[src/hdl/mh64a_pkg.sv]
package mh64a_pkg;

  // mixing multiplier and its 32-bit halves
  localparam logic [63:0] MIX_MUL    = 64'hc6a4a7935bd1e995;
  localparam logic [31:0] MIX_MUL_LO = MIX_MUL[31:0];
  localparam logic [31:0] MIX_MUL_HI = MIX_MUL[63:32];
  localparam int unsigned MIX_SHIFT  = 47;

  // seed after reset
  localparam logic [30:0] SEED_RESET = 31'h5dee7792;

  // bytes in a full key word
  localparam logic [3:0] BYTES_PER_WORD = 4'd8;

  // datapath operations
  localparam logic [3:0] OP_NONE   = 4'd0;
  localparam logic [3:0] OP_LOAD   = 4'd1;
  localparam logic [3:0] OP_SEED   = 4'd2;
  localparam logic [3:0] OP_K_MIX  = 4'd3;
  localparam logic [3:0] OP_K_FOLD = 4'd4;
  localparam logic [3:0] OP_TAIL   = 4'd5;
  localparam logic [3:0] OP_H_SET  = 4'd6;
  localparam logic [3:0] OP_FIN1   = 4'd7;
  localparam logic [3:0] OP_FIN2   = 4'd8;

  // multiplier operand select
  localparam logic [1:0] MSEL_LEN  = 2'd0;
  localparam logic [1:0] MSEL_WORD = 2'd1;
  localparam logic [1:0] MSEL_K    = 2'd2;
  localparam logic [1:0] MSEL_H    = 2'd3;

  typedef struct packed {
    logic [3:0] op;
    logic       mul_start;
    logic [1:0] mul_sel;
  } cmd_t;

  typedef struct packed {
    logic nbytes_full;
    logic nbytes_zero;
    logic last;
    logic mul_done;
    logic mul_busy;
    logic out_free;
  } sts_t;

endpackage

[src/hdl/mh64a_mul.sv]
module mh64a_mul (
  input  logic        clk,
  input  logic        rst_n,
  input  logic        start,
  input  logic [63:0] op_a,
  output logic        busy,
  output logic        done,
  output logic [63:0] product
);

  logic [63:0] a_r;
  logic [63:0] prod_r;
  logic [63:0] acc_r;
  logic [63:0] acc_nxt;
  logic [1:0]  phase_r;
  logic [1:0]  phase_nxt;
  logic        run_r;
  logic        run_nxt;
  logic        done_r;
  logic        done_nxt;
  logic [31:0] mx;
  logic [31:0] my;
  logic [63:0] pp;

  // one 32x32 partial product per cycle: lo*lo, lo*hi, hi*lo
  assign mx = (phase_r == 2'd2) ? a_r[63:32] : a_r[31:0];
  assign my = (phase_r == 2'd1) ? mh64a_pkg::MIX_MUL_HI : mh64a_pkg::MIX_MUL_LO;
  assign pp = mx * my;

  // accumulate registered partial products, cross terms shifted up
  always_comb begin
    acc_nxt = acc_r;
    case (phase_r)
      2'd1:    acc_nxt = prod_r;
      2'd2:    acc_nxt = acc_r + {prod_r[31:0], 32'd0};
      2'd3:    acc_nxt = acc_r + {prod_r[31:0], 32'd0};
      default: acc_nxt = acc_r;
    endcase
  end

  // sequencing
  always_comb begin
    run_nxt   = run_r;
    phase_nxt = phase_r;
    done_nxt  = 1'b0;
    if (start) begin
      run_nxt   = 1'b1;
      phase_nxt = 2'd0;
    end else if (run_r) begin
      phase_nxt = phase_r + 2'd1;
      if (phase_r == 2'd3) begin
        run_nxt  = 1'b0;
        done_nxt = 1'b1;
      end
    end
  end

  always_ff @(posedge clk) begin
    if (!rst_n) begin
      run_r   <= 1'b0;
      phase_r <= 2'd0;
      done_r  <= 1'b0;
    end else begin
      run_r   <= run_nxt;
      phase_r <= phase_nxt;
      done_r  <= done_nxt;
    end
  end

  always_ff @(posedge clk) begin
    if (start) begin
      a_r <= op_a;
    end
    if (run_r) begin
      prod_r <= pp;
      acc_r  <= acc_nxt;
    end
  end

  assign busy    = run_r;
  assign done    = done_r;
  assign product = acc_r;

endmodule

[src/hdl/mh64a_dp.sv]
module mh64a_dp (
  input  logic              clk,
  input  logic              rst_n,
  input  mh64a_pkg::cmd_t   cmd,
  output mh64a_pkg::sts_t   sts,
  input  logic [63:0]       in_key_word,
  input  logic [3:0]        in_word_bytes,
  input  logic              in_last_word,
  input  logic [30:0]       in_key_length,
  input  logic              seed_wr,
  input  logic [30:0]       seed_data,
  output logic              out_valid,
  input  logic              out_stall,
  output logic [63:0]       out_hash_value
);

  logic [63:0] word_r;
  logic [30:0] len_r;
  logic [3:0]  nbytes_r;
  logic        last_r;
  logic [63:0] h_r;
  logic [63:0] h_nxt;
  logic [63:0] k_r;
  logic [63:0] k_nxt;
  logic [30:0] seed_r;
  logic        out_valid_r;
  logic        out_valid_nxt;
  logic [63:0] out_hash_r;
  logic [63:0] mul_a;
  logic [63:0] mul_res;
  logic [63:0] res_sx;
  logic [63:0] h_sx;
  logic [63:0] tail_mask;
  logic        mul_busy;
  logic        mul_done;

  mh64a_mul u_mul (
    .clk     (clk),
    .rst_n   (rst_n),
    .start   (cmd.mul_start),
    .op_a    (mul_a),
    .busy    (mul_busy),
    .done    (mul_done),
    .product (mul_res)
  );

  // multiplier operand select
  always_comb begin
    case (cmd.mul_sel)
      mh64a_pkg::MSEL_LEN:  mul_a = {33'd0, len_r};
      mh64a_pkg::MSEL_WORD: mul_a = word_r;
      mh64a_pkg::MSEL_K:    mul_a = k_r;
      default:              mul_a = h_r;
    endcase
  end

  // shift-xor terms
  assign res_sx = mul_res ^ (mul_res >> mh64a_pkg::MIX_SHIFT);
  assign h_sx   = h_r ^ (h_r >> mh64a_pkg::MIX_SHIFT);

  // keep only the valid bytes of a partial word
  always_comb begin
    for (int i = 0; i < 8; i++) begin
      tail_mask[i*8 +: 8] = (4'(i) < nbytes_r) ? 8'hff : 8'h00;
    end
  end

  // hash and mix registers
  always_comb begin
    h_nxt = h_r;
    k_nxt = k_r;
    case (cmd.op)
      mh64a_pkg::OP_SEED:   h_nxt = {33'd0, seed_r} ^ mul_res;
      mh64a_pkg::OP_K_MIX:  k_nxt = res_sx;
      mh64a_pkg::OP_K_FOLD: h_nxt = h_r ^ mul_res;
      mh64a_pkg::OP_TAIL:   h_nxt = h_r ^ (word_r & tail_mask);
      mh64a_pkg::OP_H_SET:  h_nxt = mul_res;
      mh64a_pkg::OP_FIN1:   h_nxt = h_sx;
      mh64a_pkg::OP_FIN2:   h_nxt = res_sx;
      default: begin
        h_nxt = h_r;
        k_nxt = k_r;
      end
    endcase
  end

  always_ff @(posedge clk) begin
    h_r <= h_nxt;
    k_r <= k_nxt;
    if (cmd.op == mh64a_pkg::OP_LOAD) begin
      word_r   <= in_key_word;
      len_r    <= in_key_length;
      nbytes_r <= (in_word_bytes > mh64a_pkg::BYTES_PER_WORD) ?
                  mh64a_pkg::BYTES_PER_WORD : in_word_bytes;
      last_r   <= in_last_word;
    end
    if (cmd.op == mh64a_pkg::OP_FIN2) begin
      out_hash_r <= res_sx;
    end
  end

  // seed register
  always_ff @(posedge clk) begin
    if (!rst_n) begin
      seed_r <= mh64a_pkg::SEED_RESET;
    end else if (seed_wr) begin
      seed_r <= seed_data;
    end
  end

  // output register, held while stalled
  assign out_valid_nxt = (cmd.op == mh64a_pkg::OP_FIN2) || (out_valid_r && out_stall);

  always_ff @(posedge clk) begin
    if (!rst_n) begin
      out_valid_r <= 1'b0;
    end else begin
      out_valid_r <= out_valid_nxt;
    end
  end

  assign out_valid      = out_valid_r;
  assign out_hash_value = out_hash_r;

  // status toward the controller
  assign sts.nbytes_full = (nbytes_r == mh64a_pkg::BYTES_PER_WORD);
  assign sts.nbytes_zero = (nbytes_r == 4'd0);
  assign sts.last        = last_r;
  assign sts.mul_done    = mul_done;
  assign sts.mul_busy    = mul_busy;
  assign sts.out_free    = !out_valid_r || !out_stall;

endmodule

[src/hdl/mh64a_ctrl.sv]
module mh64a_ctrl (
  input  logic              clk,
  input  logic              rst_n,
  input  logic              in_valid,
  output logic              in_stall,
  input  mh64a_pkg::sts_t   sts,
  output mh64a_pkg::cmd_t   cmd
);

  localparam logic [3:0] S_IDLE    = 4'd0;
  localparam logic [3:0] S_SEED_GO = 4'd1;
  localparam logic [3:0] S_SEED_W  = 4'd2;
  localparam logic [3:0] S_BODY    = 4'd3;
  localparam logic [3:0] S_K1_W    = 4'd4;
  localparam logic [3:0] S_K2_GO   = 4'd5;
  localparam logic [3:0] S_K2_W    = 4'd6;
  localparam logic [3:0] S_HMUL_GO = 4'd7;
  localparam logic [3:0] S_HMUL_W  = 4'd8;
  localparam logic [3:0] S_FIN_CHK = 4'd9;
  localparam logic [3:0] S_FIN_GO  = 4'd10;
  localparam logic [3:0] S_FIN_W   = 4'd11;
  localparam logic [3:0] S_OUT     = 4'd12;

  logic [3:0] state_r;
  logic [3:0] state_nxt;
  logic       inside_r;
  logic       inside_nxt;

  assign in_stall = (state_r != S_IDLE);

  // sequencer
  always_comb begin
    state_nxt     = state_r;
    inside_nxt    = inside_r;
    cmd.op        = mh64a_pkg::OP_NONE;
    cmd.mul_start = 1'b0;
    cmd.mul_sel   = mh64a_pkg::MSEL_H;
    case (state_r)
      S_IDLE: begin
        if (in_valid) begin
          cmd.op    = mh64a_pkg::OP_LOAD;
          state_nxt = inside_r ? S_BODY : S_SEED_GO;
        end
      end
      S_SEED_GO: begin
        cmd.mul_start = 1'b1;
        cmd.mul_sel   = mh64a_pkg::MSEL_LEN;
        state_nxt     = S_SEED_W;
      end
      S_SEED_W: begin
        if (sts.mul_done) begin
          cmd.op    = mh64a_pkg::OP_SEED;
          state_nxt = S_BODY;
        end
      end
      S_BODY: begin
        if (sts.nbytes_full) begin
          cmd.mul_start = 1'b1;
          cmd.mul_sel   = mh64a_pkg::MSEL_WORD;
          state_nxt     = S_K1_W;
        end else if (!sts.nbytes_zero) begin
          cmd.op    = mh64a_pkg::OP_TAIL;
          state_nxt = S_HMUL_GO;
        end else begin
          state_nxt = S_FIN_CHK;
        end
      end
      S_K1_W: begin
        if (sts.mul_done) begin
          cmd.op    = mh64a_pkg::OP_K_MIX;
          state_nxt = S_K2_GO;
        end
      end
      S_K2_GO: begin
        cmd.mul_start = 1'b1;
        cmd.mul_sel   = mh64a_pkg::MSEL_K;
        state_nxt     = S_K2_W;
      end
      S_K2_W: begin
        if (sts.mul_done) begin
          cmd.op    = mh64a_pkg::OP_K_FOLD;
          state_nxt = S_HMUL_GO;
        end
      end
      S_HMUL_GO: begin
        cmd.mul_start = 1'b1;
        cmd.mul_sel   = mh64a_pkg::MSEL_H;
        state_nxt     = S_HMUL_W;
      end
      S_HMUL_W: begin
        if (sts.mul_done) begin
          cmd.op    = mh64a_pkg::OP_H_SET;
          state_nxt = S_FIN_CHK;
        end
      end
      S_FIN_CHK: begin
        if (sts.last) begin
          cmd.op    = mh64a_pkg::OP_FIN1;
          state_nxt = S_FIN_GO;
        end else begin
          inside_nxt = 1'b1;
          state_nxt  = S_IDLE;
        end
      end
      S_FIN_GO: begin
        cmd.mul_start = 1'b1;
        cmd.mul_sel   = mh64a_pkg::MSEL_H;
        state_nxt     = S_FIN_W;
      end
      S_FIN_W: begin
        if (sts.mul_done) begin
          state_nxt = S_OUT;
        end
      end
      S_OUT: begin
        if (sts.out_free) begin
          cmd.op     = mh64a_pkg::OP_FIN2;
          inside_nxt = 1'b0;
          state_nxt  = S_IDLE;
        end
      end
      default: begin
        state_nxt = S_IDLE;
      end
    endcase
  end

  always_ff @(posedge clk) begin
    if (!rst_n) begin
      state_r  <= S_IDLE;
      inside_r <= 1'b0;
    end else begin
      state_r  <= state_nxt;
      inside_r <= inside_nxt;
    end
  end

endmodule

[src/hdl/murmur2_64a_key_hash_unit.sv]
// MurmurHash2 64A of a key streamed as little-endian 8-byte words, one word per
// transaction; the first word carries the key length and the word marked last
// returns the 64-bit hash. Words are taken one at a time, and every 64-bit
// multiply runs on a single shared 32x32 multiplier the sequencer waits on. A
// full word takes three multiplies, a partial word one and an empty word none;
// the first word of a key adds one for seeding and the last word one for
// finalizing, plus any wait for the result register to drain. The finished hash
// sits in its own output register, so the next key word is accepted while it
// waits. The seed, reset to 0x5dee7792, is written through the cfg port (always
// ready); users must write it only between keys; the block does not enforce it.
module murmur2_64a_key_hash_unit (
  input  logic        clk,
  input  logic        rst_n,
  input  logic        in_valid,
  output logic        in_stall,
  input  logic [63:0] in_key_word,
  input  logic [3:0]  in_word_bytes,
  input  logic        in_last_word,
  input  logic [30:0] in_key_length,
  output logic        out_valid,
  input  logic        out_stall,
  output logic [63:0] out_hash_value,
  input  logic        cfg_valid,
  output logic        cfg_ready,
  input  logic [30:0] cfg_hash_seed
);

  mh64a_pkg::cmd_t cmd;
  mh64a_pkg::sts_t sts;

  assign cfg_ready = 1'b1;

  mh64a_ctrl u_ctrl (
    .clk      (clk),
    .rst_n    (rst_n),
    .in_valid (in_valid),
    .in_stall (in_stall),
    .sts      (sts),
    .cmd      (cmd)
  );

  mh64a_dp u_dp (
    .clk            (clk),
    .rst_n          (rst_n),
    .cmd            (cmd),
    .sts            (sts),
    .in_key_word    (in_key_word),
    .in_word_bytes  (in_word_bytes),
    .in_last_word   (in_last_word),
    .in_key_length  (in_key_length),
    .seed_wr        (cfg_valid && cfg_ready),
    .seed_data      (cfg_hash_seed),
    .out_valid      (out_valid),
    .out_stall      (out_stall),
    .out_hash_value (out_hash_value)
  );

  // a multiply is never started while one is running
  assert property (@(posedge clk) disable iff (!rst_n)
    cmd.mul_start |-> !sts.mul_busy)
    else $error("multiply started while busy");

  // one word at a time: after an accepted transaction input stalls
  assert property (@(posedge clk) disable iff (!rst_n)
    (in_valid && !in_stall) |=> in_stall)
    else $error("input accepted back to back");

  // the result register is loaded only when free
  assert property (@(posedge clk) disable iff (!rst_n)
    (cmd.op == mh64a_pkg::OP_FIN2) |-> sts.out_free)
    else $error("result overwritten while stalled");

  // a new result comes only from a finalize step
  assert property (@(posedge clk) disable iff (!rst_n)
    $rose(out_valid) |-> $past(cmd.op == mh64a_pkg::OP_FIN2))
    else $error("result valid without finalize");

endmodule
[config.mk]
export PLATFORM = sky130hd
export DESIGN_NAME = murmur2_64a_key_hash_unit
export DESIGN_NICKNAME = d
export VERILOG_FILES = /design/src/hdl/mh64a_pkg.sv /design/src/hdl/mh64a_mul.sv /design/src/hdl/mh64a_dp.sv /design/src/hdl/mh64a_ctrl.sv /design/src/hdl/murmur2_64a_key_hash_unit.sv
export SDC_FILE = /design/constraint.sdc
export NUM_CORES = 2
export LEC_CHECK = 0
export BUFFER_PORTS_ARGS = -buffer_cell sky130_fd_sc_hd__buf_2
export CORE_UTILIZATION = 30
export CTS_CLUSTER_SIZE = 10
export DETAILED_ROUTE_END_ITERATION = 8
export SETUP_SLACK_MARGIN = 0.5
export SKIP_CTS_REPAIR_TIMING = 1
export SLEW_MARGIN = 20
export SYNTH_ARGS = -nofsm -noshare
export SYNTH_HDL_FRONTEND = slang
export SYNTH_HIERARCHICAL = 1
export SYNTH_SLANG_ARGS = --single-unit
[constraint.sdc]
create_clock -name clk -period 30.8 [get_ports clk]
set_clock_uncertainty 0.2 [all_clocks]
set_input_delay 4.62 -clock clk [delete_from_list [all_inputs] [get_ports clk]]
set_output_delay 4.62 -clock clk [all_outputs]
set_load 0.01 [all_outputs]
==> results.cfg <==
[global_route]
antenna_found_initial = 6
grt_max_degree = 90
grt_usage_pct = 18.6
grt_pass1_wl_um = 227000
grt_pass1_vias = 34100
overflow = 0

[clock_network]
insertion_delay_ps = 640
cts_inserted_buffers = 58
clkSlewWorstSetupHoldPaths_ps = 60
h-tree-depth = 2
cts_sinks = 525
clock_path_buffers = 3
cts_tree = done
cts-root-buf = clkbuf_16

[worst_setup_path]
crit_end = u_dp/u_mul/prod_r[61]
reg2reg_to = u_dp/u_mul/prod_r[61]
cp_max_fo = 18
cp.required_ps = 30960
slowest_delay_ps = 950
worstSetupStartpointType = flip-flop
r2r_start = u_dp/u_mul/phase_r[0]
cp_num_buf_inv = 6
cp_top_family = adder cells
worst-path-stages = 28
critical_path_class = flip-flop to flip-flop
reg2reg_depth = 28
end_kind = flip-flop
cp.arrival_ps = 11260
crit_top_cell = fa_1
cp_slowest_cell = mux2i_1
crit_start = u_dp/u_mul/phase_r[0]
reg2reg_slack_ps = 19700

[timing]
min_period_ps = 11100
slew_viol_final = 0
rsz0062_at_grt = no
max-slew-margin-rel_pct = 20.0
setup_viol = 0
tns_ps = 0
worst_pin_slew_ps = 1200
final_hold_viol_count = 0
fmax_ghz = 0.0901
min_period_over_period_pct = 36.0

[detailed_routing]
firstDrtPassIters = 6
avgRoutedWirePerCell_um = 23.1
viasPerCell = 5.03
ant_nets = 0
drt-initial-drc-count = 3234
num_vias = 33400
drt_wl_total_um = 153000
drc = 0

[placed_design]
globalplace.congestion = 0.941
io_buffer_count = 201
dp_hpwl_um = 124000

[layout]
area_growth_pct = 10.7
final.fill_count = 16200
layout-drive-gt1-share_pct = 10.2
diodes = 0
nNetsFinal = 5655
layout_common_cells = 845 x inv_1, 624 x fa_1, 484 x edfxtp_1
final_common_cell = inv_1

[job]
drv_cap = 0

[die]
num_rows = 147
die_x_um = 405
core_um2 = 161000
die-area_um2 = 164000
die_h_um = 405
io_pins = 203
floorplan.initialDensity_pct = 30.3

[min_path]
hold_path.class = flip-flop to flip-flop

[synth]
syn_nets = 5494
avgSynthCellArea_um2 = 11.3
syn_area_um2 = 48700
yosysWarnings = 6
synthCells = 4299

[status]
status = finished clean
## flip-flops by register name, indices dropped and copies added, names as in the netlist
| name | cells |
|---|---|
| u_ctrl/inside_r | 1 |
| u_ctrl/state_r | 4 |
| u_dp/h_r | 64 |
| u_dp/k_r | 64 |
| u_dp/last_r | 1 |
| u_dp/len_r | 31 |
| u_dp/nbytes_r | 4 |
| u_dp/out_hash_value | 64 |
| u_dp/out_valid | 1 |
| u_dp/seed_r | 31 |
| u_dp/u_mul/a_r | 64 |
| u_dp/u_mul/busy | 1 |
| u_dp/u_mul/done | 1 |
| u_dp/u_mul/phase_r | 2 |
| u_dp/u_mul/prod_r | 64 |
| u_dp/u_mul/product | 64 |
| u_dp/word_r | 64 |
## tightest hold or removal path, stage by stage, from the launching register on
cell     delay [ps]
dfxtp_1         350
mux2i_1          80
nand2_1          60
## final cells by class
type / instances / area [um2] / share of cell area (%)
tap: 2160 / 2700 / 5.02
clock inverter: 3 / 68.8 / 0.128
inverter: 848 / 3180 / 5.91
timing repair buffer: 249 / 1370 / 2.54
sequential: 525 / 15400 / 28.5
clock buffer: 93 / 1590 / 2.96
multi-input combinational: 2778 / 29600 / 54.9
## per-layer routing
layer | wire, um | GRT usage (%) | vias up
li1 | - | - | 14700
met1 | 65900 | 25.9 | 17200
met2 | 72500 | 30.3 | 1360
met3 | 10800 | 2.74 | 192
met4 | 4240 | 4.59 | 2
met5 | 10 | 0 | -
## worst min-delay path by stage
| stage | startpoint | end | slack [ps] | depth (start not counted) |
|---|---|---|---|---|
| 6_report | u_dp/seed_r[22] | u_dp/seed_r[22] | 320 | 2 |
| 5_1_grt | u_dp/seed_r[23] | u_dp/seed_r[23] | 350 | 2 |
| 4_1_cts | u_dp/seed_r[22] | u_dp/seed_r[22] | 320 | 2 |
| 3_5_place_dp | u_dp/seed_r[22] | u_dp/seed_r[22] | 300 | 2 |
| 3_3_place_gp | u_dp/seed_r[22] | u_dp/seed_r[22] | 290 | 2 |
| 2_1_floorplan | u_dp/seed_r[13] | u_dp/seed_r[13] | 260 | 2 |
## per-stage QoR
| stage | worst slack [ps] | hold WS [ps] | std cells | cell area [um2] | util (%) |
|---|---|---|---|---|---|
| after floorplan | 15070 | 263 | 4299 | 48700 | - |
| after global placement | 19940 | 291 | 6560 | 52200 | 32.5 |
| after detailed placement | 19850 | 304 | 6560 | 52200 | 32.5 |
| after CTS | 19820 | 318 | 6656 | 53900 | 33.5 |
| after global routing | 19420 | 354 | 6656 | 53900 | 33.5 |
| final | 19700 | 318 | 6656 | 53900 | 33.5 |
Power is left out: the tool's default activity adds up to more than one toggle a clock period on the data nets, which glitch-free logic cannot reach.
